<file path="src/rtl/core/lbh_pkg.sv">
package lbh_pkg;

  localparam int LATTICE_DIM_DEF = 16;

  localparam int ROW_W      = 10;
  localparam int SMP_W      = 7;
  localparam int SPC_W      = 7;
  localparam int GRID_W     = 11;
  localparam int HGT_W      = 8;
  localparam int STAT_W     = 2;
  localparam int CFG_IDX_W  = 2;
  localparam int CFG_DATA_W = 11;

  // Lattice indexes are carried at the width of the largest lattice supported.
  localparam int IDX_W = 6;
  // Divider working width for the coordinate split (spacing times lattice size).
  localparam int CRD_W = 13;
  // Weight of one sample: up to spacing squared.
  localparam int WT_W  = 14;
  // Weighted sum and denominator: up to one hundred times spacing squared.
  localparam int W_W   = 21;
  localparam int DEN_W = 21;
  localparam int P_W   = 31;
  localparam int REM_W = 30;
  localparam int Q_W   = 9;

  localparam logic [SMP_W-1:0] FULL_SCALE = 7'd100;

  localparam logic MODE_WRITE = 1'b0;
  localparam logic MODE_READ  = 1'b1;

  typedef enum logic [STAT_W-1:0] {
    ST_WRITTEN = 2'd0,
    ST_VALID   = 2'd1,
    ST_RANGE   = 2'd2
  } status_t;

  typedef enum logic [CFG_IDX_W-1:0] {
    REG_GRID_SIZE  = 2'd0,
    REG_SPACING    = 2'd1,
    REG_MIN_HEIGHT = 2'd2,
    REG_MAX_HEIGHT = 2'd3
  } cfg_reg_t;

  typedef struct packed {
    logic [GRID_W-1:0]       grid_size;
    logic [SPC_W-1:0]        spacing;
    logic signed [HGT_W-1:0] min_height;
    logic signed [HGT_W-1:0] max_height;
    logic [DEN_W-1:0]        den;
  } cfg_t;

  typedef struct packed {
    status_t            st;
    logic [IDX_W-1:0]   r0;
    logic [IDX_W-1:0]   c0;
    logic [SPC_W-1:0]   fr;
    logic [SPC_W-1:0]   fc;
    logic [SMP_W-1:0]   smp;
  } coord_t;

  typedef struct packed {
    status_t        st;
    logic [W_W-1:0] w;
  } wsum_t;

  typedef struct packed {
    status_t               st;
    logic signed [P_W-1:0] p_span;
    logic signed [P_W-1:0] p_base;
  } scaled_t;

  // Two bits of restoring division: returns the new remainder and the quotient bits.
  function automatic logic [CRD_W+1:0] div_step2(input logic [CRD_W-1:0] rem,
                                                 input logic [CRD_W-1:0] dsh);
    logic [CRD_W-1:0] r;
    logic [1:0]       q;
    r = rem;
    q = 2'b00;
    if (r >= (dsh << 1)) begin
      r    = r - (dsh << 1);
      q[1] = 1'b1;
    end
    if (r >= dsh) begin
      r    = r - dsh;
      q[0] = 1'b1;
    end
    return {r, q};
  endfunction

endpackage

</file>
<file path="src/rtl/core/lbh_scale.sv">
module lbh_scale import lbh_pkg::*; (
  input  logic    clk,
  input  logic    rst_n,
  input  cfg_t    cfg,
  input  logic    in_valid,
  output logic    in_ready,
  input  wsum_t   in_item,
  output logic    out_valid,
  input  logic    out_ready,
  output scaled_t out_item
);

  logic    full_r;
  scaled_t item_r;
  logic    accept;
  logic signed [HGT_W:0] span;

  assign in_ready  = !full_r || out_ready;
  assign accept    = in_valid && in_ready;
  assign out_valid = full_r;
  assign out_item  = item_r;
  assign span      = (HGT_W+1)'(cfg.max_height) - (HGT_W+1)'(cfg.min_height);

  always_ff @(posedge clk) begin
    if (!rst_n) begin
      full_r <= 1'b0;
    end else if (accept) begin
      full_r <= 1'b1;
    end else if (out_ready) begin
      full_r <= 1'b0;
    end
  end

  // Height numerator is span * w + min * den; the two products are formed side by side.
  always_ff @(posedge clk) begin
    if (accept) begin
      item_r.st     <= in_item.st;
      item_r.p_span <= P_W'(span) * P_W'($signed({1'b0, in_item.w}));
      item_r.p_base <= P_W'(cfg.min_height) * P_W'($signed({1'b0, cfg.den}));
    end
  end

endmodule

</file>
<file path="config.mk">
export PLATFORM = sky130hd
export DESIGN_NAME = lbh_scale
export DESIGN_NICKNAME = d
export VERILOG_FILES = /design/src/rtl/core/lbh_pkg.sv /design/src/rtl/core/lbh_scale.sv
export SDC_FILE = /design/constraint.sdc
export NUM_CORES = 1
export LEC_CHECK = 0
export ABC_AREA = 1
export BUFFER_PORTS_ARGS = -buffer_cell sky130_fd_sc_hd__buf_2
export CAP_MARGIN = 10
export CELL_PAD_IN_SITES_DETAIL_PLACEMENT = 0
export CELL_PAD_IN_SITES_GLOBAL_PLACEMENT = 1
export CORE_MARGIN = 2
export CORE_UTILIZATION = 30
export CTS_BUF_LIST = sky130_fd_sc_hd__clkbuf_8
export DETAILED_ROUTE_END_ITERATION = 10
export GPL_ROUTABILITY_DRIVEN = 0
export PLACE_DENSITY = 0.63
export SYNTH_ARGS = -nofsm -noshare
export SYNTH_HDL_FRONTEND = slang
export SYNTH_SLANG_ARGS = --single-unit
export TNS_END_PERCENT = 5
</file>
<file path="constraint.sdc">
create_clock -name clk -period 9.4 [get_ports clk]
set_input_delay 0 -clock clk [delete_from_list [all_inputs] [get_ports clk]]
set_output_delay 0 -clock clk [all_outputs]
set_load 0.02 [all_outputs]
</file>
Word level (Yosys, flattened, before mapping)
Cells that the tools add are included.
- add/sub/neg operators: 1
- multiply operators: 2
- multiplexer cells: 2
- reductions and logical operators: 4
- operator list (kind ; count):
    $mul 9x22->31 ; 1
    $mul 8x22->30 ; 1
    $sub 8x8->9 ; 1
    $mux 1 ; 2
    $reduce_bool 2->1 ; 1
    $logic_and 1x1->1 ; 1
    $logic_not 1->1 ; 1
    $logic_or 1x1->1 ; 1
- flip-flop bits (word level): 65
- input bits: 82
- output and inout bits: 66
- word-level logic and storage cells: 13

Logic depth before layout (Yosys ltp)
- depth in word-level cells: 4
- depth in mapped cells: 31
- mapped depth without buffers: 30

Worst setup path before layout
No wires, ideal clock.
- path type: input-to-reg
- start point: in cfg[31] in the netlist's numbering
- end point: reg item_r, in the netlist out_item[54], data pin
- library setup time: 0.252 ns
- arrival: 5.139 ns
- required time: 9.148 ns
- path slack: 4.009 ns
- stages on the path: 28
- buffers on the path: 2
- path through: clkbuf_1 inv_1 ha_1 a21oi_1 o21ai_2 a21oi_1 xor2_1 buf_2 nor2_1 fa_1 inv_1 fa_1 inv_1 fa_1 fa_1 inv_1 fa_1 inv_1 ha_1 or2_2 nand3b_1 nand2_1 nand2_1 nand2_1 nand2_1 nand2_1 nand2_1 nand2_1
- word-level cells in the longest chain between the ends: 2
- RTL lines (element ; RTL line ; RTL):
    start: declaration ; lbh_scale.sv:4 ; input cfg_t cfg,
    $sub 8x8->9 ; lbh_scale.sv:22 ; assign span = (HGT_W+1)'(cfg.max_height) - (HGT_W+1)'(cfg.min_height);
    $mul 9x22->31 ; lbh_scale.sv:38 ; item_r.p_span <= P_W'(span) * P_W'($signed({1'b0, in_item.w}));
    end: declaration ; lbh_scale.sv:14 ; scaled_t item_r;
Every way passes these cells.
A chain may end at the register's enable or synchronous reset.

Worst setup path in the final report
- start point: in cfg[29] in the netlist's numbering
- end point: reg item_r, in the netlist out_item[54], data pin
The elaborated chain is that of the path after synthesis.

==> results.ini <==
[sta]
worstMarginPinSlew_ps=936.7
holdWs_ps=53.03
skew_ps=8.911
setup_viol=0
tns_ps=0
maxSlewViolCount=0
rsz0062_at_grt=no
slew_headroom=0.3755
period_share=0.6480
hold_viol_final=0
fmax_mhz=164.2
layout_min_cycle_time_ps=6091

[clock_tree]
clkTransAtPathRegs_ps=90
cts_resized=0
cts-htree-levels=3
clock_latency_ps=360
cts_made_buffers=9
ctsHoldBuffers=4
cts-root-buf=clkbuf_8
post-cts-setup-buffers=0
cts_max_path_buffers=2
tritoncts=built
cts_sinks=64

[route]
drc=0
drtIter0Drc=515
antenna_left=0
vias=11956
vias_per_cell=4.378
routed_wire_length_per_instance_um=14.33
wl_mm=39.15
first_pass_iters=5

[global_routing]
gr-total-overflow=0
grt_pass1_vias=12687
grt_usage=0.1557
grt_pass1_wl_mm=65.39
grt_max_degree=64
antenna_found_initial=4

[worst_setup_path]
path_buf_inv=6
path_class=input pin to flip-flop
crit_path_end_kind=flip-flop
crit_fanout=22
required_ps=9530
critical_path.top_delay_family=adder cells
cp_slowest_cell=fa_1
r2r_cells=2
cpMostUsedCell=nand2_1
cp_slowest_stage_delay_ps=560
arrival_ps=6220
cp-start-kind=input pin
worst-path-stages=29

[floorplanning]
die-area_mm2=0.05207
pin_count=148
die_w_um=228.2
dieHeight_um=228.2
coreArea_mm2=0.04986
row_count=82
start_util=0.3024

[logic_synthesis]
syn_avg_cell_area_um2=7.709
yosysMostFrequentCell=nand2_1
syn_inst=1956
yosysUniqueCellTypes=39
synth_area_mm2=0.01508
yosys-top-cells-area=fa_1, nand2_1, ha_1, inv_1, edfxtp_1
synth_nets=2444
synth-seq-cells=64
synthArstFlopShare=0
ys_warn_count=0
synth_edf_count=63
yosysSeqAreaShare=0.1268
synth_top_area_cell=fa_1
synth_common_cells=nand2_1, inv_1, fa_1, nor2_1, ha_1
yosysTopAreaCellShare=0.3319
synth_flop_cell=edfxtp_1

[min_path]
min_path_cells=3
worstHoldPathType=input pin to flip-flop

[layout]
drive_gt1_frac=0.09373
final_net_count=2542
area.sequential_mm2=0.001912
syn_to_final_growth_pct=10.36
num-fill-cells=5480
antennaDiodeCount=0
multi_input_area_mm2=0.01100

[placed_design]
post-dp-hpwl_mm=33.68
port_buffers=129

[flow_run]
maxCapViolCount=0

[outcome]
status=finished, final reports clean

-- path summary, 6_finish.rpt --
check | startpoint | endpoint | slack (ps)
worst min-delay path | cfg[0] | out_item[0]$_DFFE_PP_ | 50
worst max register to register | out_valid$_SDFFE_PN0P_ | out_item[25]$_DFFE_PP_ | 7770
worst min register to register | out_valid$_SDFFE_PN0P_ | out_valid$_SDFFE_PN0P_ | 1120
worst max-delay path | cfg[29] | out_item[54]$_DFFE_PP_ | 3310
-- worst reg2reg max path: stages (launching register included) --
cell and delay, ps:
dfxtp_1 350, a21oi_4 140, buf_4 720
-- per-layer routing --
layer / GRT usage / wire, um
met4: 0.01695 / 242
met2: 0.2779 / 19430
met3: 0.02200 / 1397
met1: 0.2060 / 18020
met5: 0 / 57
-- final cells by class --
| cell class | count | area share |
|---|---|---|
| multi-input cells | 1323 | 0.6608 |
| inverters | 518 | 0.1169 |
| flip-flops and latches | 64 | 0.1149 |
| well taps | 672 | 0.05053 |
| repair buffers | 138 | 0.04346 |
| clock buffers | 9 | 0.007444 |
| clock inverters | 7 | 0.006015 |
-- layout by cell type (no fill, tap or decap), drive strengths merged --
| master | count |
|---|---|
| nand2 | 530 |
| inv | 519 |
| fa | 250 |
| nor2 | 177 |
| ha | 156 |
| buf | 134 |
| edfxtp | 63 |
| nand3 | 56 |
| a21oi | 39 |
| xor2 | 24 |
| or2 | 23 |
| nand4 | 19 |
| and2 | 10 |
| xnor2 | 10 |
| clkbuf | 9 |
| o21bai | 8 |
| o21ai | 8 |
| nor3 | 4 |
| dlygate4sd3 | 4 |
| clkinv | 4 |
| a31oi | 2 |
| a21o | 2 |
| nand3b | 2 |
| bufinv | 2 |
| nor3b | 1 |
| nor4 | 1 |
| a21boi | 1 |
| dfxtp | 1 |
-- logic make-up after synthesis --
kind of cell             Yosys count  synth area share
adder cells (fa/ha/maj)          406            0.4614
AND/OR/NAND/NOR                  823            0.2252
flip-flops                        64            0.1268
AO/OA/AOI/OAI                     60           0.02216
XOR/XNOR                          34           0.01975
buffers and inverters            569            0.1447
-- sequential cells by signal (all words and copies together), names as in the netlist --
name	count
out_item	63
out_valid	1
-- per-stage QoR --
stage	setup slack [ps]	area [um2]	utilization	cells
global placement	2936	16380	0.3284	2711
floorplan	4009	15080	-	1956
global route	2921	16640	0.3337	2731
finish	3309	16640	0.3337	2731
detailed placement	2938	16380	0.3284	2711
CTS	3332	16640	0.3337	2731
Power is left out: the tool's default activity adds up to more than one toggle a clock period on the data nets, which glitch-free logic cannot reach.
