==> src/rtl/core/lbh_pkg.sv <==
package lbh_pkg;

  localparam int LATTICE_DIM_DEF = 16;

  localparam int ROW_W      = 10;
  localparam int SMP_W      = 7;
  localparam int SPC_W      = 7;
  localparam int GRID_W     = 11;
  localparam int HGT_W      = 8;
  localparam int STAT_W     = 2;
  localparam int CFG_IDX_W  = 2;
  localparam int CFG_DATA_W = 11;

  // Lattice indexes are carried at the width of the largest lattice supported.
  localparam int IDX_W = 6;
  // Divider working width for the coordinate split (spacing times lattice size).
  localparam int CRD_W = 13;
  // Weight of one sample: up to spacing squared.
  localparam int WT_W  = 14;
  // Weighted sum and denominator: up to one hundred times spacing squared.
  localparam int W_W   = 21;
  localparam int DEN_W = 21;
  localparam int P_W   = 31;
  localparam int REM_W = 30;
  localparam int Q_W   = 9;

  localparam logic [SMP_W-1:0] FULL_SCALE = 7'd100;

  localparam logic MODE_WRITE = 1'b0;
  localparam logic MODE_READ  = 1'b1;

  typedef enum logic [STAT_W-1:0] {
    ST_WRITTEN = 2'd0,
    ST_VALID   = 2'd1,
    ST_RANGE   = 2'd2
  } status_t;

  typedef enum logic [CFG_IDX_W-1:0] {
    REG_GRID_SIZE  = 2'd0,
    REG_SPACING    = 2'd1,
    REG_MIN_HEIGHT = 2'd2,
    REG_MAX_HEIGHT = 2'd3
  } cfg_reg_t;

  typedef struct packed {
    logic [GRID_W-1:0]       grid_size;
    logic [SPC_W-1:0]        spacing;
    logic signed [HGT_W-1:0] min_height;
    logic signed [HGT_W-1:0] max_height;
    logic [DEN_W-1:0]        den;
  } cfg_t;

  typedef struct packed {
    status_t            st;
    logic [IDX_W-1:0]   r0;
    logic [IDX_W-1:0]   c0;
    logic [SPC_W-1:0]   fr;
    logic [SPC_W-1:0]   fc;
    logic [SMP_W-1:0]   smp;
  } coord_t;

  typedef struct packed {
    status_t        st;
    logic [W_W-1:0] w;
  } wsum_t;

  typedef struct packed {
    status_t               st;
    logic signed [P_W-1:0] p_span;
    logic signed [P_W-1:0] p_base;
  } scaled_t;

  // Two bits of restoring division: returns the new remainder and the quotient bits.
  function automatic logic [CRD_W+1:0] div_step2(input logic [CRD_W-1:0] rem,
                                                 input logic [CRD_W-1:0] dsh);
    logic [CRD_W-1:0] r;
    logic [1:0]       q;
    r = rem;
    q = 2'b00;
    if (r >= (dsh << 1)) begin
      r    = r - (dsh << 1);
      q[1] = 1'b1;
    end
    if (r >= dsh) begin
      r    = r - dsh;
      q[0] = 1'b1;
    end
    return {r, q};
  endfunction

endpackage

==> src/rtl/core/lbh_fetch.sv <==
module lbh_fetch import lbh_pkg::*; #(
  parameter int LATTICE_DIM = LATTICE_DIM_DEF
) (
  input  logic   clk,
  input  logic   rst_n,
  input  cfg_t   cfg,
  input  logic   in_valid,
  output logic   in_ready,
  input  coord_t in_item,
  output logic   out_valid,
  input  logic   out_ready,
  output wsum_t  out_item
);

  localparam int DEPTH = LATTICE_DIM * LATTICE_DIM;
  localparam int AW    = $clog2(DEPTH);

  logic [SMP_W-1:0] mem [DEPTH];
  logic [SMP_W-1:0] rd_r;

  logic             full_r, pend_r;
  logic [2:0]       issued_r;
  status_t          st_r;
  logic [IDX_W-1:0] r0_r, c0_r;
  logic [SPC_W-1:0] fr_r, fc_r;
  logic [WT_W-1:0]  weight_r;
  logic [W_W-1:0]   acc_r;

  logic             accept, unload, issue_more, do_read, do_write;
  logic [1:0]       k;
  logic [IDX_W-1:0] sr0, sc0, rsel, csel;
  logic [SPC_W-1:0] sfr, sfc, wr, wc;
  logic [WT_W-1:0]  weight;
  logic [AW-1:0]    addr;

  assign out_valid  = full_r && !pend_r;
  assign unload     = out_valid && out_ready;
  assign in_ready   = !full_r || unload;
  assign accept     = in_valid && in_ready;
  assign issue_more = full_r && (issued_r != 3'd4) && (st_r == ST_VALID);
  assign do_read    = (accept && in_item.st == ST_VALID) || issue_more;
  assign do_write   = accept && in_item.st == ST_WRITTEN;

  // The four corners are visited in the order near/near, near/far, far/near, far/far.
  always_comb begin
    if (accept) begin
      sr0 = in_item.r0;
      sc0 = in_item.c0;
      sfr = in_item.fr;
      sfc = in_item.fc;
      k   = 2'd0;
    end else begin
      sr0 = r0_r;
      sc0 = c0_r;
      sfr = fr_r;
      sfc = fc_r;
      k   = issued_r[1:0];
    end
    rsel   = sr0 + IDX_W'(k[1] && (sfr != '0));
    csel   = sc0 + IDX_W'(k[0] && (sfc != '0));
    wr     = k[1] ? sfr : (cfg.spacing - sfr);
    wc     = k[0] ? sfc : (cfg.spacing - sfc);
    weight = WT_W'(wr) * WT_W'(wc);
    addr   = AW'(int'(rsel) * LATTICE_DIM + int'(csel));
  end

  always_ff @(posedge clk) begin
    if (do_write) begin
      mem[addr] <= in_item.smp;
    end else if (do_read) begin
      rd_r <= mem[addr];
    end
  end

  always_ff @(posedge clk) begin
    if (!rst_n) begin
      full_r   <= 1'b0;
      pend_r   <= 1'b0;
      issued_r <= '0;
    end else if (accept) begin
      full_r   <= 1'b1;
      pend_r   <= (in_item.st == ST_VALID);
      issued_r <= (in_item.st == ST_VALID) ? 3'd1 : 3'd4;
    end else begin
      if (unload) begin
        full_r <= 1'b0;
      end
      if (full_r) begin
        pend_r <= issue_more;
        if (issue_more) begin
          issued_r <= issued_r + 3'd1;
        end
      end
    end
  end

  always_ff @(posedge clk) begin
    if (accept) begin
      st_r  <= in_item.st;
      r0_r  <= in_item.r0;
      c0_r  <= in_item.c0;
      fr_r  <= in_item.fr;
      fc_r  <= in_item.fc;
      acc_r <= '0;
    end else if (full_r && pend_r) begin
      acc_r <= acc_r + W_W'(rd_r) * W_W'(weight_r);
    end
    if (do_read) begin
      weight_r <= weight;
    end
  end

  assign out_item.st = st_r;
  assign out_item.w  = acc_r;

endmodule

==> config.mk <==
export PLATFORM = sky130hd
export DESIGN_NAME = lbh_fetch
export DESIGN_NICKNAME = d
export VERILOG_FILES = /design/src/rtl/core/lbh_pkg.sv /design/src/rtl/core/lbh_fetch.sv
export SDC_FILE = /design/constraint.sdc
export NUM_CORES = 2
export LEC_CHECK = 0
export ABC_CLOCK_PERIOD_IN_PS = 12600
export BUFFER_PORTS_ARGS = -buffer_cell sky130_fd_sc_hd__clkbuf_2
export CAP_MARGIN = 20
export CELL_PAD_IN_SITES_DETAIL_PLACEMENT = 2
export CELL_PAD_IN_SITES_GLOBAL_PLACEMENT = 2
export CORE_MARGIN = 5
export CORE_UTILIZATION = 53
export DETAILED_ROUTE_END_ITERATION = 8
export PLACE_DENSITY = 0.94
export REMOVE_ABC_BUFFERS = 1
export SLEW_MARGIN = 10
export SYNTH_ARGS = -nofsm -noshare
export SYNTH_HDL_FRONTEND = slang
export SYNTH_SLANG_ARGS = --single-unit
==> constraint.sdc <==
create_clock -name clk -period 12.6 [get_ports clk]
set_clock_uncertainty 0.05 [all_clocks]
set_input_delay 1.89 -clock clk [delete_from_list [all_inputs] [get_ports clk]]
set_output_delay 1.89 -clock clk [all_outputs]
set_load 0.02 [all_outputs]
==> results of run 1 <==
kinds of logic after synthesis:
family / Yosys count / synth area share
xor+xnor: 55 / 0.00669
buf+inv: 382 / 0.0197
mux: 541 / 0.141
fa+ha+maj: 195 / 0.0412
simple gates: 873 / 0.0503
flops: 1865 / 0.712
compound gates: 335 / 0.0291
synthesized netlist by cell type, drive strengths merged (27+ instances only):
cell type,instances,area [µm²]
edfxtp,1815,54500
mux4,448,10100
nor2,350,1310
nand2,207,795
clkbuf,145,546
inv,144,541
nand3,137,686
a31oi,109,682
fa,104,2080
buf,93,450
ha,89,1110
mux2i,88,881
and2,59,369
and3,58,363
dfxtp,50,1000
a21oi,46,234
o21ai,42,221
xnor2,37,332
o22ai,28,175
o41ai,27,236
stage by stage:
stage	std cells	area, µm²
2_1_floorplan	4008	77000
3_3_place_gp	6065	80600
==> summary.md, run 1 <==
| Metric | Value |
|---|---|
| First Error | `[ERROR DPL-0033] detailed placement checks failed during check placement.` |
| Avg Inst Size Synth | `~18 µm²` |
| Failing step | `detailed placement (3_5_place_dp)` |
| Gpl congestion | `0.846` |
| IO Pins | `around 120` |
| # rows | `140` |
| Initial Util | `0.535` |
| Dpl hpwl | `~210000 µm` |
| IO Port Bufs | `just under 70` |
| Die X | `394 µm` |
| EDFF count, synth | `1815` |
| Seq/Total Area, Yosys | `0.712` |
| Seq cells post-synth | `between 1500 and 2000` |
| Ys flop type | `edfxtp_1` |
| Die H | `around 390 µm` |
| Async SR Flop Fraction | `0` |
| Post-Synthesis Cell Area | `between 70000 and 80000 µm²` |
| Status | `aborted with a tool error` |
| Synth Warn # | `0` |
| Synth cell types | `75` |
| Post-Syn Instances | `4246` |
==> run 2, diff against run 1 <==
Settings changed: CELL_PAD_IN_SITES_DETAIL_PLACEMENT 2 to unset, CELL_PAD_IN_SITES_GLOBAL_PLACEMENT 2 to unset, CORE_UTILIZATION 53 to 40, PLACE_DENSITY 0.94 to unset, PLACE_DENSITY_LB_ADDON set to 0.15.
==> run 2 against run 1 <==
The flow now finishes without violations. Synthesized cell count is the same. Synthesized area is the same.
==> summary.md, run 2 <==
| Metric | Value |
|---|---|
| Hold Fails Final Rpt | `0` |
| Worst-Skew Late Latency | `between 800 and 900 ps` |
| Post-DR wirelength/cell | `between 20 and 30 µm` |
| DRC viols | `0` |
| Worst-path clk slew | `roughly 60 ps` |
| Vias in the first global route | `a little over 40000` |
| Arr. time, crit path | `between 8000 and 9000 ps` |
| VDD IR max | `~240 µV` |
| CTS Buf Count | `between 150 and 200` |
| Global Route Usage Sum | `0.196` |
| Vias/cell | `between 5 and 6` |
| Status | `finished, final reports clean` |
| Post-Synthesis Cell Area | `a little under 80000 µm²` |
| GR Overflow Total | `0` |
| Detailed-route wire length | `201000 µm` |
| Final setup violation count | `0` |
| Min-delay worst type | `flip-flop to flip-flop` |
| Synth top area cells | `edfxtp_1 70%, mux4_2 13%, fa_1 2.7%` |
| Seq/Total Area, Yosys | `0.712` |
| Drt pass-1 iters | `5` |
| Setup Buffers After CTS | `0` |
| Biggest register | `mem` |
| Cts hold-fix bufs | `0` |
| Post-Syn Instances | `around 4200` |
| Die footprint | `around 200000 µm²` |
| Clk root buf | `clkbuf_16` |
| Routed vias | `about 40000` |
| Req. time, crit path | `between 10000 and 15000 ps` |
| CP endpoint kind | `flip-flop` |
| Final ANT Viol Nets | `0` |
| Worst Setup Path Type | `primary input to flip-flop` |
| # clock sinks | `1865` |
| Initial antenna violation count | `10` |
| Async SR Flop Fraction | `0` |
| Layout cells sized above 1 | `0.208` |
| Post_cts resized | `0` |
| Synth Warn # | `0` |
| Crit-path max FO | `33` |
| Biggest regs | `mem: 1792 flops, acc_r: 21 flops, weight_r: 14 flops` |
| Pins over their slew limit | `0` |
| Max clock buf depth | `3` |
| RSZ-0062 raised after global routing | `false` |
| Worst Tran Pin Value | `between 1000 and 1500 ps` |
| Maximum clock rate | `around 120 MHz` |
| Commonest non-fill, non-tap cell in the layout | `edfxtp_1` |
| First-pass GRT wire length | `around 290000 µm` |
| Initial Util | `0.401` |
| Min Tclk post-route | `8290 ps` |
| Max-cap violations | `0` |
| Ys flop type | `edfxtp_1` |
| IO Port Bufs | `68` |
| # rows | `162` |
| Leak | `~0.028 µW` |
| Htree depth | `4` |
| Detailed Route Iter0 Violations | `roughly 3600` |
| Design area | `87900 µm²` |
| Cell with the most instances after synthesis | `edfxtp_1` |
| Slew HR | `0.246` |
| Startpoint types | `primary input` |
| EDFF count, synth | `roughly 1800` |
| Gpl congestion | `just under 0.8` |
| Most frequent cells in the layout | `1815 x edfxtp_1, 448 x mux4_2, 349 x nor2_1, 196 x clkbuf_16, 188 x nand2_1` |
| Seq cells post-synth | `about 1900` |
| Dpl hpwl | `roughly 120000 µm` |
| Setup TNS | `0 ps` |
| Most common library cells after synthesis | `1815 x edfxtp_1, 448 x mux4_2, 350 x nor2_1` |
| IO Pins | `119` |
| Net count, final | `about 4600` |
| Cell Area, Placed | `81500 µm²` |
| CORE AREA | `roughly 200000 µm²` |
| Area leader, netlist | `edfxtp_1` |
| Die H | `around 450 µm` |
| Die X | `452 µm` |
| Synth cell types | `75` |
| Pwr Density | `slightly above 200 nW/µm²` |
| Largest net degree at the start of global routing | `125` |
| Largest register FFs | `1792` |
| Final Cycle Share | `0.658` |
| TritonCTS clock tree | `yes` |
| Avg Inst Size Synth | `18.4 µm²` |
| Area grow syn2layout | `12.7%` |
| Synth top area share | `0.699` |
run 2: worst paths after layout:
path / depth (start not counted) / to / slack (ps) / start
max reg2reg: 16 / rd_r[5] / 4850 / full_r
min reg2reg: 1 / acc_r[20] / 420 / acc_r[20]
min: 1 / acc_r[20] / 420 / acc_r[20]
max: 17 / rd_r[5] / 4310 / out_ready
run 2: power breakdown:
part / total (µW) / switching [µW] / leakage (µW) / internal (µW)
Clock: 5700 / 2440 / 0.00309 / 3260
Sequential: 7010 / 82.0 / 0.0167 / 6930
Combinational: 5220 / 3040 / 0.00850 / 2180
run 2: logic make-up after synthesis:
logic type	synth area share
compound gates	0.0291
xor+xnor	0.00669
fa+ha+maj	0.0412
buf+inv	0.0197
flops	0.712
mux	0.141
simple gates	0.0503
run 2: worst max-delay path: stages:
cell and delay, ps:
clkbuf_2 120, nor2b_4 150, o21ai_4 150, buf_4 490
nand2_1 470, a41oi_1 780, ha_4 280, ha_4 230
and3_1 180, xnor2_1 130, ha_1 260, fa_1 750
nor2b_1 250, nand2_1 680, o22ai_1 360, o41ai_1 1020
nand4_1 440
run 2: area by class of cell:
| class | count | area, µm² |
|---|---|---|
| well taps | 2542 | 3180 |
| inverters | 144 | 541 |
| multi-input cells | 1999 | 21100 |
| flip-flops and latches | 1865 | 55500 |
| diodes | 2 | 5.00 |
| clock inverters | 124 | 1210 |
| clock buffers | 236 | 5110 |
| fillers | 16700 | 107000 |
| repair buffers | 153 | 1210 |
run 2: per-layer routing:
metal | vias up | wire (µm) | global-route usage
met2 | 1183 | 98700 | 0.323
met5 | - | 0 | 0
li1 | 17100 | - | -
met1 | 21000 | 85900 | 0.275
met3 | 249 | 11400 | 0.0297
met4 | 0 | 4720 | 0.0513
run 2: per-stage QoR:
stage / util / power [µW] / cells / hold WS [ps] / worst slack [ps]
2_1_floorplan: - / 11500 / 4008 / 374 / -10610
4_1_cts: 0.452 / 18100 / 7062 / 420 / 4200
5_1_grt: 0.452 / 19000 / 7064 / 436 / 3990
6_report: 0.452 / 17900 / 7065 / 417 / 4310
3_5_place_dp: 0.419 / 12400 / 6702 / 405 / 3290
3_3_place_gp: 0.419 / 12400 / 6701 / 399 / 3280
(Power assumes the default switching activity.)
