===== src/rtl/core/lbh_pkg.sv =====
package lbh_pkg;

  localparam int LATTICE_DIM_DEF = 16;

  localparam int ROW_W      = 10;
  localparam int SMP_W      = 7;
  localparam int SPC_W      = 7;
  localparam int GRID_W     = 11;
  localparam int HGT_W      = 8;
  localparam int STAT_W     = 2;
  localparam int CFG_IDX_W  = 2;
  localparam int CFG_DATA_W = 11;

  // Lattice indexes are carried at the width of the largest lattice supported.
  localparam int IDX_W = 6;
  // Divider working width for the coordinate split (spacing times lattice size).
  localparam int CRD_W = 13;
  // Weight of one sample: up to spacing squared.
  localparam int WT_W  = 14;
  // Weighted sum and denominator: up to one hundred times spacing squared.
  localparam int W_W   = 21;
  localparam int DEN_W = 21;
  localparam int P_W   = 31;
  localparam int REM_W = 30;
  localparam int Q_W   = 9;

  localparam logic [SMP_W-1:0] FULL_SCALE = 7'd100;

  localparam logic MODE_WRITE = 1'b0;
  localparam logic MODE_READ  = 1'b1;

  typedef enum logic [STAT_W-1:0] {
    ST_WRITTEN = 2'd0,
    ST_VALID   = 2'd1,
    ST_RANGE   = 2'd2
  } status_t;

  typedef enum logic [CFG_IDX_W-1:0] {
    REG_GRID_SIZE  = 2'd0,
    REG_SPACING    = 2'd1,
    REG_MIN_HEIGHT = 2'd2,
    REG_MAX_HEIGHT = 2'd3
  } cfg_reg_t;

  typedef struct packed {
    logic [GRID_W-1:0]       grid_size;
    logic [SPC_W-1:0]        spacing;
    logic signed [HGT_W-1:0] min_height;
    logic signed [HGT_W-1:0] max_height;
    logic [DEN_W-1:0]        den;
  } cfg_t;

  typedef struct packed {
    status_t            st;
    logic [IDX_W-1:0]   r0;
    logic [IDX_W-1:0]   c0;
    logic [SPC_W-1:0]   fr;
    logic [SPC_W-1:0]   fc;
    logic [SMP_W-1:0]   smp;
  } coord_t;

  typedef struct packed {
    status_t        st;
    logic [W_W-1:0] w;
  } wsum_t;

  typedef struct packed {
    status_t               st;
    logic signed [P_W-1:0] p_span;
    logic signed [P_W-1:0] p_base;
  } scaled_t;

  // Two bits of restoring division: returns the new remainder and the quotient bits.
  function automatic logic [CRD_W+1:0] div_step2(input logic [CRD_W-1:0] rem,
                                                 input logic [CRD_W-1:0] dsh);
    logic [CRD_W-1:0] r;
    logic [1:0]       q;
    r = rem;
    q = 2'b00;
    if (r >= (dsh << 1)) begin
      r    = r - (dsh << 1);
      q[1] = 1'b1;
    end
    if (r >= dsh) begin
      r    = r - dsh;
      q[0] = 1'b1;
    end
    return {r, q};
  endfunction

endpackage


===== src/rtl/core/lbh_coord.sv =====
module lbh_coord import lbh_pkg::*; #(
  parameter int LATTICE_DIM = LATTICE_DIM_DEF
) (
  input  logic             clk,
  input  logic             rst_n,
  input  cfg_t             cfg,
  input  logic             in_valid,
  output logic             in_ready,
  input  logic             in_mode,
  input  logic [ROW_W-1:0] in_row,
  input  logic [ROW_W-1:0] in_col,
  input  logic [SMP_W-1:0] in_sample,
  output logic             out_valid,
  input  logic             out_ready,
  output coord_t           out_item
);

  localparam int QW   = (LATTICE_DIM > 1) ? $clog2(LATTICE_DIM) : 1;
  localparam int ITER = (QW + 1) / 2;
  localparam int QP   = 2 * ITER;
  localparam int CW   = $clog2(ITER + 1);

  logic             full_r;
  logic [CW-1:0]    cnt_r;
  status_t          st_r;
  logic [CRD_W-1:0] rrem_r, crem_r, dsh_r;
  logic [QP-1:0]    rq_r, cq_r;
  logic [SMP_W-1:0] smp_r;

  logic             accept, unload, busy;
  logic [CRD_W-1:0] lim;
  logic             rd_ok, wr_ok, edge_bad;
  logic [CRD_W+1:0] rstep, cstep;
  logic [SPC_W-1:0] fr, fc;
  logic [IDX_W-1:0] r0, c0;

  assign out_valid = full_r && (cnt_r == CW'(ITER));
  assign unload    = out_valid && out_ready;
  assign in_ready  = !full_r || unload;
  assign accept    = in_valid && in_ready;
  assign busy      = full_r && (cnt_r != CW'(ITER));

  always_comb begin
    lim   = CRD_W'(cfg.spacing) * CRD_W'(LATTICE_DIM);
    rd_ok = (cfg.spacing != '0) && (GRID_W'(in_row) < cfg.grid_size)
         && (GRID_W'(in_col) < cfg.grid_size)
         && (CRD_W'(in_row) < lim) && (CRD_W'(in_col) < lim);
    wr_ok = (in_row < ROW_W'(LATTICE_DIM)) && (in_col < ROW_W'(LATTICE_DIM));
    rstep = div_step2(rrem_r, dsh_r);
    cstep = div_step2(crem_r, dsh_r);
  end

  always_ff @(posedge clk) begin
    if (!rst_n) begin
      full_r <= 1'b0;
      cnt_r  <= '0;
    end else if (accept) begin
      full_r <= 1'b1;
      cnt_r  <= (in_mode == MODE_READ && rd_ok) ? '0 : CW'(ITER);
    end else begin
      if (unload) begin
        full_r <= 1'b0;
      end
      if (busy) begin
        cnt_r <= cnt_r + 1'b1;
      end
    end
  end

  always_ff @(posedge clk) begin
    if (accept) begin
      smp_r  <= (in_sample > FULL_SCALE) ? FULL_SCALE : in_sample;
      rrem_r <= CRD_W'(in_row);
      crem_r <= CRD_W'(in_col);
      dsh_r  <= CRD_W'(cfg.spacing) << (QP - 2);
      if (in_mode == MODE_WRITE) begin
        st_r <= wr_ok ? ST_WRITTEN : ST_RANGE;
        rq_r <= in_row[QP-1:0];
        cq_r <= in_col[QP-1:0];
      end else begin
        st_r <= rd_ok ? ST_VALID : ST_RANGE;
        rq_r <= '0;
        cq_r <= '0;
      end
    end else if (busy) begin
      rrem_r <= rstep[CRD_W+1:2];
      crem_r <= cstep[CRD_W+1:2];
      rq_r   <= {rq_r[QP-3:0], rstep[1:0]};
      cq_r   <= {cq_r[QP-3:0], cstep[1:0]};
      dsh_r  <= dsh_r >> 2;
    end
  end

  // A point between samples needs the next sample along that axis as well.
  always_comb begin
    fr       = rrem_r[SPC_W-1:0];
    fc       = crem_r[SPC_W-1:0];
    r0       = IDX_W'(rq_r);
    c0       = IDX_W'(cq_r);
    edge_bad = ((fr != '0) && (r0 == IDX_W'(LATTICE_DIM - 1)))
            || ((fc != '0) && (c0 == IDX_W'(LATTICE_DIM - 1)));
    out_item.st  = (st_r == ST_VALID && edge_bad) ? ST_RANGE : st_r;
    out_item.r0  = r0;
    out_item.c0  = c0;
    out_item.fr  = fr;
    out_item.fc  = fc;
    out_item.smp = smp_r;
  end

endmodule


===== config.mk =====
export PLATFORM = sky130hd
export DESIGN_NAME = lbh_coord
export DESIGN_NICKNAME = d
export VERILOG_FILES = /design/src/rtl/core/lbh_pkg.sv /design/src/rtl/core/lbh_coord.sv
export SDC_FILE = /design/constraint.sdc
export NUM_CORES = 1
export LEC_CHECK = 0
export ABC_CLOCK_PERIOD_IN_PS = 4710
export BUFFER_PORTS_ARGS = -buffer_cell sky130_fd_sc_hd__buf_2
export CORE_MARGIN = 2
export CORE_UTILIZATION = 25
export CTS_CLUSTER_SIZE = 10
export DETAILED_ROUTE_END_ITERATION = 10
export PLACE_DENSITY_LB_ADDON = 0.15
export SLEW_MARGIN = 10
export SYNTH_ARGS = -nofsm -noshare
export SYNTH_HDL_FRONTEND = slang
export SYNTH_SLANG_ARGS = --single-unit

===== constraint.sdc =====
create_clock -name clk -period 4.71 [get_ports clk]
set_input_delay 0.7065 -clock clk [delete_from_list [all_inputs] [get_ports clk]]
set_output_delay 0.7065 -clock clk [all_outputs]
set_load 0.1 [all_outputs]

# Yosys cells after proc, flatten, opt, wreduce, memory -nomap -nowiden

Index checks and enable logic that the tools add are counted.

Bits in registers: 55

$add $sub $neg: 5
Order comparisons: 11
Equality and inequality tests: 5
Muxes and demuxes: 29
Reduce and logical (&&, ||, !) cells: 21

Operators with widths:

| operator                                                                      | count |
|---|---|
| 13-bit two-way mux                                                            | 4 |
| 10-bit by 11-bit less-than comparator with 1-bit output                       | 4 |
| 10-bit two-way mux                                                            | 4 |
| 13-bit by 10-bit >= comparator with 1-bit output                              | 2 |
| 13-bit by 9-bit >= comparator with 1-bit output                               | 2 |
| 13-bit by 10-bit subtractor with 13-bit output                                | 2 |
| 13-bit by 9-bit subtractor with 13-bit output                                 | 2 |
| 4-bit two-way mux                                                             | 6 |
| 7-bit nonzero test                                                            | 3 |
| 10-bit by 5-bit less-than comparator with 1-bit output, second input constant | 2 |
| 9-bit two-way mux                                                             | 2 |
| 2-bit two-way mux                                                             | 7 |
| 1-bit logical AND                                                             | 13 |
| 4-bit equality test, second input constant                                    | 2 |
| 7-bit greater-than comparator, second input constant                          | 1 |
| 1-bit two-way mux                                                             | 6 |
| 2-bit nonzero test                                                            | 2 |
| 2-bit by 1-bit adder with 2-bit output, second input constant                 | 1 |
| 2-bit by 1-bit equality test with 1-bit output, second input constant         | 1 |
| 2-bit equality test, second input constant                                    | 1 |
| 1-bit logical OR                                                              | 2 |
| 2-bit != test, second input constant                                          | 1 |
| 1-bit logical NOT                                                             | 1 |

# Longest topological paths before layout

Gate-level depths: netlist (run 1).

Depth in word-level cells: 8
Depth in mapped cells: 20

# Worst setup path after synthesis (run 1)

OpenSTA, ideal clock, no wires.

Path kind: reg-to-reg
From: register crem_r[6]
To: register crem_r[12]
Setup time: 0.132 ns
Arrival: 4.369 ns
Data required time: 4.578 ns
Setup slack: 0.208 ns
Cell stages (with the launch flop): 17
Buffers on the path: 1
Cells stage by stage: edfxtp_1 > ha_1 > and2_1 > a221o_1 > o2111a_1 > a311oi_4 > clkbuf_1 > mux2i_1 > ha_1 > nor2b_1 > o21ai_0 > a21boi_0 > o311a_1 > o31ai_1 > nand4_1 > a31oi_1 > o41ai_2

Word-level cells in the longest chain between the ends: 4

RTL lines:

| item                                                                                                               | line                         | text |
|---|---|---|
| start: declaration                                                                                                 | lbh_coord.sv:26              | `logic [CRD_W-1:0] rrem_r, crem_r, dsh_r;` |
| start signal: assignment                                                                                           | lbh_coord.sv:74              | `crem_r <= CRD_W'(in_col);` |
| start signal: assignment                                                                                           | lbh_coord.sv:87              | `crem_r <= cstep[CRD_W+1:2];` |
| 13-bit by 10-bit subtractor with 13-bit output or 13-bit by 10-bit >= comparator with 1-bit output (tied branches) | lbh_pkg.sv:81, lbh_pkg.sv:80 |  |
| 13-bit two-way mux (*)                                                                                             | lbh_pkg.sv:80                | `if (r >= (dsh << 1)) begin` |
| 13-bit by 9-bit subtractor with 13-bit output or 13-bit by 9-bit >= comparator with 1-bit output (tied branches)   | lbh_pkg.sv:85, lbh_pkg.sv:84 |  |
| 13-bit two-way mux (*)                                                                                             | lbh_pkg.sv:84                | `if (r >= dsh) begin` |

Mark *: on every way between the ends. The rest lies on a longest branch, timed or not.
A chain may end at the register's enable or synchronous reset.

# Worst setup path in the final report (run 1)

From: register dsh_r[0]
To: register crem_r[4], data pin

Word-level cells in the longest chain between the ends: 6

RTL lines:

| item                                                                                                               | line                         | text |
|---|---|---|
| start: declaration                                                                                                 | lbh_coord.sv:26              |  |
| start signal: assignment                                                                                           | lbh_coord.sv:75              | `dsh_r <= CRD_W'(cfg.spacing) << (QP - 2);` |
| start signal: assignment                                                                                           | lbh_coord.sv:90              | `dsh_r <= dsh_r >> 2;` |
| 13-bit by 10-bit subtractor with 13-bit output or 13-bit by 10-bit >= comparator with 1-bit output (tied branches) | lbh_pkg.sv:81, lbh_pkg.sv:80 |  |
| 13-bit two-way mux                                                                                                 | lbh_pkg.sv:80                |  |
| 13-bit by 9-bit subtractor with 13-bit output or 13-bit by 9-bit >= comparator with 1-bit output (tied branches)   | lbh_pkg.sv:85, lbh_pkg.sv:84 |  |
| 13-bit two-way mux (*)                                                                                             | lbh_pkg.sv:84                |  |
| 10-bit two-way mux (*)                                                                                             | lbh_coord.sv:85              | `end else if (busy) begin` |
| 10-bit two-way mux (*)                                                                                             | lbh_coord.sv:71              | `if (accept) begin` |

Mark *: on every way between the ends. The rest lies on a longest branch, timed or not. The select of a mux whose other input is x is not followed.

==> PnR_summary.wiki, run 1 <==
{| class="wikitable"
! Metric !! Value
|-
| Fraction of the cycle the final worst path needs || roughly 95%
|-
| Highest net fanout along the worst path || 6
|-
| Start point of the worst hold path || cnt_r[1]$_SDFFE_PN0P_
|-
| Post-route DRC violation count || 0
|-
| Post-CTS clock slew at the launch and capture registers of the worst setup and hold paths || 0.08 ns
|-
| Largest cells by area after synthesis || edfxtp_1 (23%), ha_1 (14%), nand2_1 (3.9%)
|-
| Port Buffers || 82
|-
| Global-route wire length before repair || 30.2 mm
|-
| 1st-iter DRT viols || around 350
|-
| Number of global-route vias before repair || about 5400
|-
| Pin slew with the least headroom to its limit || a little over 1 ns
|-
| Met1 Wirelength || 9.34 mm
|-
| Maximum number of pins on one net before global-route repair || 50
|-
| Data required time of the worst path || about 4.8 ns
|-
| HPWL after DPL || 15.6 mm
|-
| Worst slack at placement || -0.0595 ns
|-
| Effective utilization at floorplan || between 20% and 30%
|-
| Rows || 55
|-
| Worst-case register-to-register setup slack || between 0.2 and 0.25 ns
|-
| Total congestion overflow || 0
|-
| Y dimension of the die || approximately 150 µm
|-
| Final hold violations || 0
|-
| Data arrival time of the worst path || approximately 4.6 ns
|-
| Insertion delay of the later-clocked pin in the worst-skew pair || 0.31 ns
|-
| Routability congestion estimate || 0.901
|-
| Via count of the routed design || 5470
|-
| Area added between synthesis and finish || 22.7%
|-
| Number of synthesized flops with an enable pin || 44
|-
| Share of layout cells above drive strength 1 || roughly 26%
|-
| Fin Clk Skew || just under 0.007 ns
|-
| DIE AREA || ~24000 µm²
|-
| Final count of pins violating max slew || 0
|-
| Synthesis Warnings || 0
|-
| Dominant register cell in the synthesized netlist || edfxtp_1
|-
| Number of distinct library cells after synthesis || between 70 and 80
|-
| Setup-violating endpoint count in the final report || 0
|-
| # fillers || between 2000 and 2500
|-
| Run status || finished, final reports clean
|-
| Cell Area, Synth || roughly 5700 µm²
|-
| Count of nets after finishing || 941
|-
| Startpoint of the worst setup timing path || dsh_r[0]$_SDFFE_PP0P_
|-
| Class of the tightest hold or removal check || reg2reg
|-
| Number of cells on the worst reg-to-reg path || 17
|-
| Num ports || 124
|-
| Synth top area share || between 20% and 30%
|-
| Post-Route Setup TNS || 0 ns
|-
| Number of antenna violations at the first check in global routing || 0
|-
| Number of optimization iterations in the first detailed-route pass || 5
|-
| Worst rel slew slack || between 30% and 40%
|-
| Clock sink count || 55
|-
| Via-to-Cell Ratio || between 5 and 6
|-
| Maximum Capacitance Violations || 0
|-
| Critical path start-end classification || reg2reg
|-
| Ys async rst share || 0%
|-
| Count of antenna diodes in the layout || 0
|-
| Cell count after synthesis || 658
|-
| Root buffer cell || clkbuf_16
|-
| TritonCTS Buffers || 5
|-
| Die boundary width || ~150 µm
|-
| Startpoint kind of the worst setup timing path || flop
|-
| Dominant cell type by area after synthesis || edfxtp_1
|-
| End of the worst register-to-register path || crem_r[4]$_DFFE_PP_
|-
| Wire length reported by the detailed router || around 20 mm
|-
| Overall global routing resource usage || 16.2%
|-
| Number of antenna-violating nets in the routed design || 0
|-
| Average wire length per cell after detail routing || 18.2 µm
|-
| CTS tree || yes
|-
| Setup slack after layout || between 0.2 and 0.25 ns
|-
| CTS Hold Bufs || 0
|-
| Average instance area after synthesis || 8.63 µm²
|-
| Register area share after synthesis || between 20% and 30%
|-
| Unrepaired setup endpoints after global routing || no
|-
| Maximum frequency from static timing analysis || approximately 220 MHz
|-
| Placeable core region || roughly 22000 µm²
|-
| Final period demand of the worst path || 4.49 ns
|-
| Highest metal used || met4
|-
| Critical Path End Type || flop
|-
| Routed wl met2 || 8.89 mm
|-
| Met3 Routed Length || about 760 µm
|-
| Number of buffers on the longest clock path || 2
|-
| Worst setup path endpoint || crem_r[4]$_DFFE_PP_
|-
| Final standard cell utilization of the core || approximately 31%
|-
| Synth Register Bits || 55
|-
| Reg-to-Reg Start || dsh_r[0]$_SDFFE_PP0P_
|-
| Number of H-tree levels || 2
|}
==> through the flow <==
| stage | std cells | instance area (µm²) | hold slack [ns] |
|---|---|---|---|
| global placement | 1060 | 6740 | 0.536 |
| global route | 1071 | 6970 | 0.586 |
| detailed placement | 1060 | 6740 | 0.552 |
| CTS | 1071 | 6920 | 0.560 |
| floorplan | 661 | 5690 | 0.506 |
| finish | 1071 | 6970 | 0.549 |
==> registers in the layout, indices dropped and copies added, names as in the netlist <==
name and flops:
smp_r 7, rrem_r 13, st_r 2, cnt_r 2, rq_r 4, cq_r 4
crem_r 13, full_r 1, dsh_r 9
==> metal layers <==
metal,GRT usage [%],vias to the layer above
li1,-,2687
met1,23.0,2606
met2,26.1,155
met3,1.23,22
met4,5.34,0
met5,0,-
==> worst max-delay path, stage by stage (launching register included) <==
cell,delay (ns)
dfxtp_1,0.49
ha_1,0.25
fa_1,0.23
nor2b_1,0.08
o211a_1,0.22
o2111a_2,0.28
a311oi_4,0.30
buf_4,0.18
mux2_2,0.34
ha_1,0.30
buf_4,0.13
nand3_1,0.12
o32a_1,0.37
o221a_2,0.14
and4_4,0.21
buf_4,0.15
and3_1,0.17
a221o_1,0.27
==> synth_stat cells (all sizes together) (4+ instances only) <==
cell type	n
a211oi	6
dfxtp	11
ha	65
or2	4
buf	25
nand3	12
o31ai	5
fa	4
a21oi	43
a31oi	6
xor2	9
o22ai	5
nand2	59
nor2	50
mux2i	7
a221o	5
and3	5
a21o	21
mux2	5
or3	6
nor2b	13
nor3	17
inv	41
and2	5
edfxtp	44
o21ai	45
nand2b	15
o21a	14
nand3b	10
nand4	14
xnor2	9
o211ai	9
clkbuf	13
nor4	8
==> cell families (layout without fill, tap and decap cells) <==
group / after synthesis / after routing / synth area share (%)
buffers and inverters: 81 / 206 / 7.21
and+or+nand+nor: 229 / 229 / 21.2
adders and majority gates: 69 / 69 / 15.7
xor gates and xnor gates: 18 / 18 / 2.78
other: 1 / 4 / 0.0661
AOI/OAI and AO/OA: 193 / 193 / 23.6
muxes: 12 / 12 / 2.29
DFF: 55 / 55 / 27.2
==> cells in the final DEF (no fill, tap or decap), drive strengths merged, types with 6 or more instances in the layout <==
cell type / count
edfxtp: 44
o21a: 14
nor3: 17
inv: 41
xnor2: 9
o21ai: 45
xor2: 9
dfxtp: 11
a31oi: 6
nor4: 8
mux2i: 7
or3: 6
buf: 156
nand4: 14
a21oi: 43
o211ai: 9
nand2b: 15
a21o: 21
nand2: 59
nor2b: 13
a211oi: 6
ha: 65
nand3b: 10
nor2: 50
nand3: 12
==> timing repair <==
item / CTS / global route
buffers inserted: 3 / 0
setup endpoints to repair: 14 / 28
pin swaps: 1 / 2
resized for setup: 2 / 20
==> worst min-delay path by stage <==
stage	to	slack, ns	depth (start not counted)
floorplan	dsh_r[0]$_SDFFE_PP0P_	0.51	2
global placement	cnt_r[1]$_SDFFE_PN0P_	0.54	2
detailed placement	full_r$_SDFFE_PN0P_	0.55	2
CTS	cnt_r[1]$_SDFFE_PN0P_	0.56	2
global route	smp_r[5]$_SDFFCE_PN1P_	0.59	1
finish	cnt_r[1]$_SDFFE_PN0P_	0.55	2
==> layout make-up <==
type | instances | area [µm²] | share of cell area [%]
Multi-Input combinational cell | 525 | 3800 | 54.5
Sequential cell | 55 | 1540 | 22.1
Timing Repair Buffer | 156 | 966 | 13.9
Tap cell | 285 | 357 | 5.12
Inverter | 42 | 160 | 2.30
Clock buffer | 5 | 125 | 1.80
Clock inverter | 3 | 20.0 | 0.287
Power of run 1 is not shown: default switching activity piles up to over one toggle a cycle in this logic, so the estimate is an artifact.
==> run 2, diff against run 1 <==
--- a/config.mk
+++ b/config.mk
@@ -5,11 +5,11 @@
 export SDC_FILE = /design/constraint.sdc
 export NUM_CORES = 1
 export LEC_CHECK = 0
-export ABC_CLOCK_PERIOD_IN_PS = 4710
+export ABC_CLOCK_PERIOD_IN_PS = 5400
 export BUFFER_PORTS_ARGS = -buffer_cell sky130_fd_sc_hd__buf_2
 export CORE_MARGIN = 2
 export CORE_UTILIZATION = 25
-export CTS_CLUSTER_SIZE = 10
+export CTS_CLUSTER_SIZE = 16
 export DETAILED_ROUTE_END_ITERATION = 10
 export PLACE_DENSITY_LB_ADDON = 0.15
 export SLEW_MARGIN = 10
==> constraint.sdc (replaced) <==
create_clock -name clk -period 5.4 [get_ports clk]
set_input_delay 0.81 -clock clk [delete_from_list [all_inputs] [get_ports clk]]
set_output_delay 0.81 -clock clk [all_outputs]
set_load 0.1 [all_outputs]
==> run 2 against run 1 <==
Compared with the run above: worst hold slack gained 0.012 ns; clock-buffer cell count is the same; die area is the same; cell count shrank 5.7%; wire length shrank 6.7%; sequential share of layout area grew 1.7 points; first-iteration DRC count shrank 25%; critical path depth grew 2; critical endpoint is now crem_r[1]$_DFFE_PP_; worst setup slack gained 0.13 ns.
==> PnR_summary.wiki, run 2 (synthesis results as in run 1) <==
{| class="wikitable"
! Metric !! Value
|-
| Global-route wire length before repair || ~28 mm
|-
| Count of nets after finishing || 880
|-
| Count of antenna diodes in the layout || 0
|-
| Post-CTS clock slew at the launch and capture registers of the worst setup and hold paths || about 0.080 ns
|-
| Average wire length per cell after detail routing || about 18 µm
|-
| Highest net fanout along the worst path || 17
|-
| Clock sink count || 55
|-
| Class of the tightest hold or removal check || reg2reg
|-
| Insertion delay of the later-clocked pin in the worst-skew pair || between 0.3 and 0.4 ns
|-
| DIE AREA || approximately 24000 µm²
|-
| Startpoint kind of the worst setup timing path || flop
|-
| Number of cells on the worst reg-to-reg path || 19
|-
| Num ports || between 100 and 150
|-
| Critical path start-end classification || reg2reg
|-
| Via-to-Cell Ratio || approximately 5
|-
| Data arrival time of the worst path || roughly 5.2 ns
|-
| Die boundary width || approximately 150 µm
|-
| HPWL after DPL || around 15 mm
|-
| Post-Route Setup TNS || 0 ns
|-
| Most common library cell in the layout ignoring fill and taps || buf_2
|-
| Placeable core region || 22400 µm²
|-
| Worst setup path endpoint || crem_r[1]$_DFFE_PP_
|-
| Largest registers ranked by flip-flop count || crem_r (13), rrem_r (13), dsh_r (9)
|-
| Most frequent cells in the layout || buf_2 (82), ha_1 (65), nand2_1 (58)
|-
| Critical Path End Type || flop
|-
| CTS tree || yes
|-
| Wire length reported by the detailed router || 18.2 mm
|-
| Effective utilization at floorplan || about a quarter
|-
| Rows || 55
|-
| Fraction of the cycle the final worst path needs || a little over 90%
|-
| Final count of pins violating max slew || 0
|-
| Number of antenna-violating nets in the routed design || 0
|-
| Data required time of the worst path || about 5.6 ns
|-
| 1st-iter DRT viols || approximately 270
|-
| Via count of the routed design || 5099
|-
| CTS Hold Bufs || 0
|-
| Total congestion overflow || 0
|-
| Final period demand of the worst path || 5.05 ns
|-
| Number of H-tree levels || 2
|-
| Number of global-route vias before repair || between 5000 and 6000
|-
| End of the worst register-to-register path || crem_r[1]$_DFFE_PP_
|-
| Port Buffers || ~80
|-
| Number of optimization iterations in the first detailed-route pass || 5
|-
| Unrepaired setup endpoints after global routing || no
|-
| Root buffer cell || clkbuf_16
|-
| Worst rel slew slack || a little over a third
|-
| Final design instance area without fill || 6470 µm²
|-
| Final hold violations || 0
|-
| Number of buffers on the longest clock path || 2
|-
| Startpoint of the worst setup timing path || dsh_r[5]$_DFFE_PP_
|-
| Cell Area, Placed || approximately 6300 µm²
|-
| Routability congestion estimate || 0.824
|-
| TritonCTS Buffers || 5
|-
| Number of antenna violations at the first check in global routing || 1
|-
| Share of layout cells above drive strength 1 || around 18%
|-
| Fin Clk Skew || around 0.006 ns
|-
| Overall global routing resource usage || roughly 15%
|-
| Pin slew with the least headroom to its limit || approximately 0.97 ns
|-
| Buffers inserted by post-CTS timing repair || 0
|-
| Reg-to-Reg Start || dsh_r[5]$_DFFE_PP_
|-
| Maximum Capacitance Violations || 0
|-
| Maximum number of pins on one net before global-route repair || 50
|-
| Y dimension of the die || 155 µm
|-
| Run status || finished, final reports clean
|-
| Setup-violating endpoint count in the final report || 0
|-
| Post-route DRC violation count || 0
|-
| Maximum frequency from static timing analysis || between 150 and 200 MHz
|-
| Area added between synthesis and finish || 14.0%
|-
| Worst-case register-to-register setup slack || ~0.35 ns
|}
==> run 2: changes by cell type in the layout (fill, tap and decap cells not counted), moves of 2 or more <==
cell     change
inv_1        +2
ha_1         +2
o21ai_1      -7
a21oi_1      +2
buf_4       -61
a21oi_2      -2
o21ai_0      +7
==> run 2: layout make-up <==
type                       instances  area (µm²)
fill                            2432       16000
multi-input combinational        525        3760
sequential                        55        1540
timing repair buffer              95         508
tap                              285         357
inverter                          42         158
clock buffer                       5         125
clock inverter                     3        20.0
==> run 2: through the flow <==
step	setup WS, ns	hold WS, ns	util [%]	cells
global placement	0.319	0.539	28.1	1002
finish	0.348	0.561	28.8	1010
detailed placement	0.281	0.554	28.1	1002
floorplan	0.898	0.506	-	661
CTS	0.263	0.568	28.7	1010
global route	0.0153	0.618	28.8	1010
==> run 2: worst min-delay path by stage <==
stage | startpoint | to | slack [ns] | cells after the start
2_1_floorplan | dsh_r[0]$_SDFFE_PP0P_ | dsh_r[0]$_SDFFE_PP0P_ | 0.51 | 2
3_3_place_gp | full_r$_SDFFE_PN0P_ | full_r$_SDFFE_PN0P_ | 0.54 | 2
3_5_place_dp | cnt_r[1]$_SDFFE_PN0P_ | cnt_r[1]$_SDFFE_PN0P_ | 0.55 | 2
4_1_cts | full_r$_SDFFE_PN0P_ | full_r$_SDFFE_PN0P_ | 0.57 | 2
5_1_grt | rq_r[0]$_DFFE_PP_ | rq_r[2]$_DFFE_PP_ | 0.62 | 2
6_report | cnt_r[1]$_SDFFE_PN0P_ | cnt_r[1]$_SDFFE_PN0P_ | 0.56 | 2
==> run 2: worst max-delay path, cell delays in order (launching register included) <==
cell and delay, ns:
edfxtp_1 0.36, inv_1 0.24, ha_1 0.35, and2_1 0.18, a221o_1 0.35, o2111a_1 0.32, a311oi_4 0.26, buf_4 0.26
nor2_1 0.06, a21oi_1 0.20, inv_1 0.07, ha_1 0.28, nor2b_1 0.13, o21ai_0 0.22, a21oi_1 0.14, o21ai_0 0.30
nor3b_4 0.36, and4_4 0.38, mux2_4 0.32, a21oi_2 0.12
==> run 2: repair_timing <==
item,4_1_cts,5_1_grt
endpoints found under the hold margin,0,0
endpoints found under the setup margin,0,4
resized for setup,0,3
==> run 2: per-layer routing <==
layer	GRT usage [%]	routed length [µm]	up-vias
met5	0	0	-
met4	6.35	585	0
met3	1.82	593	24
met2	23.6	7960	101
met1	21.2	9030	2413
li1	-	-	2561
Power of run 2 is left out for the same reason.
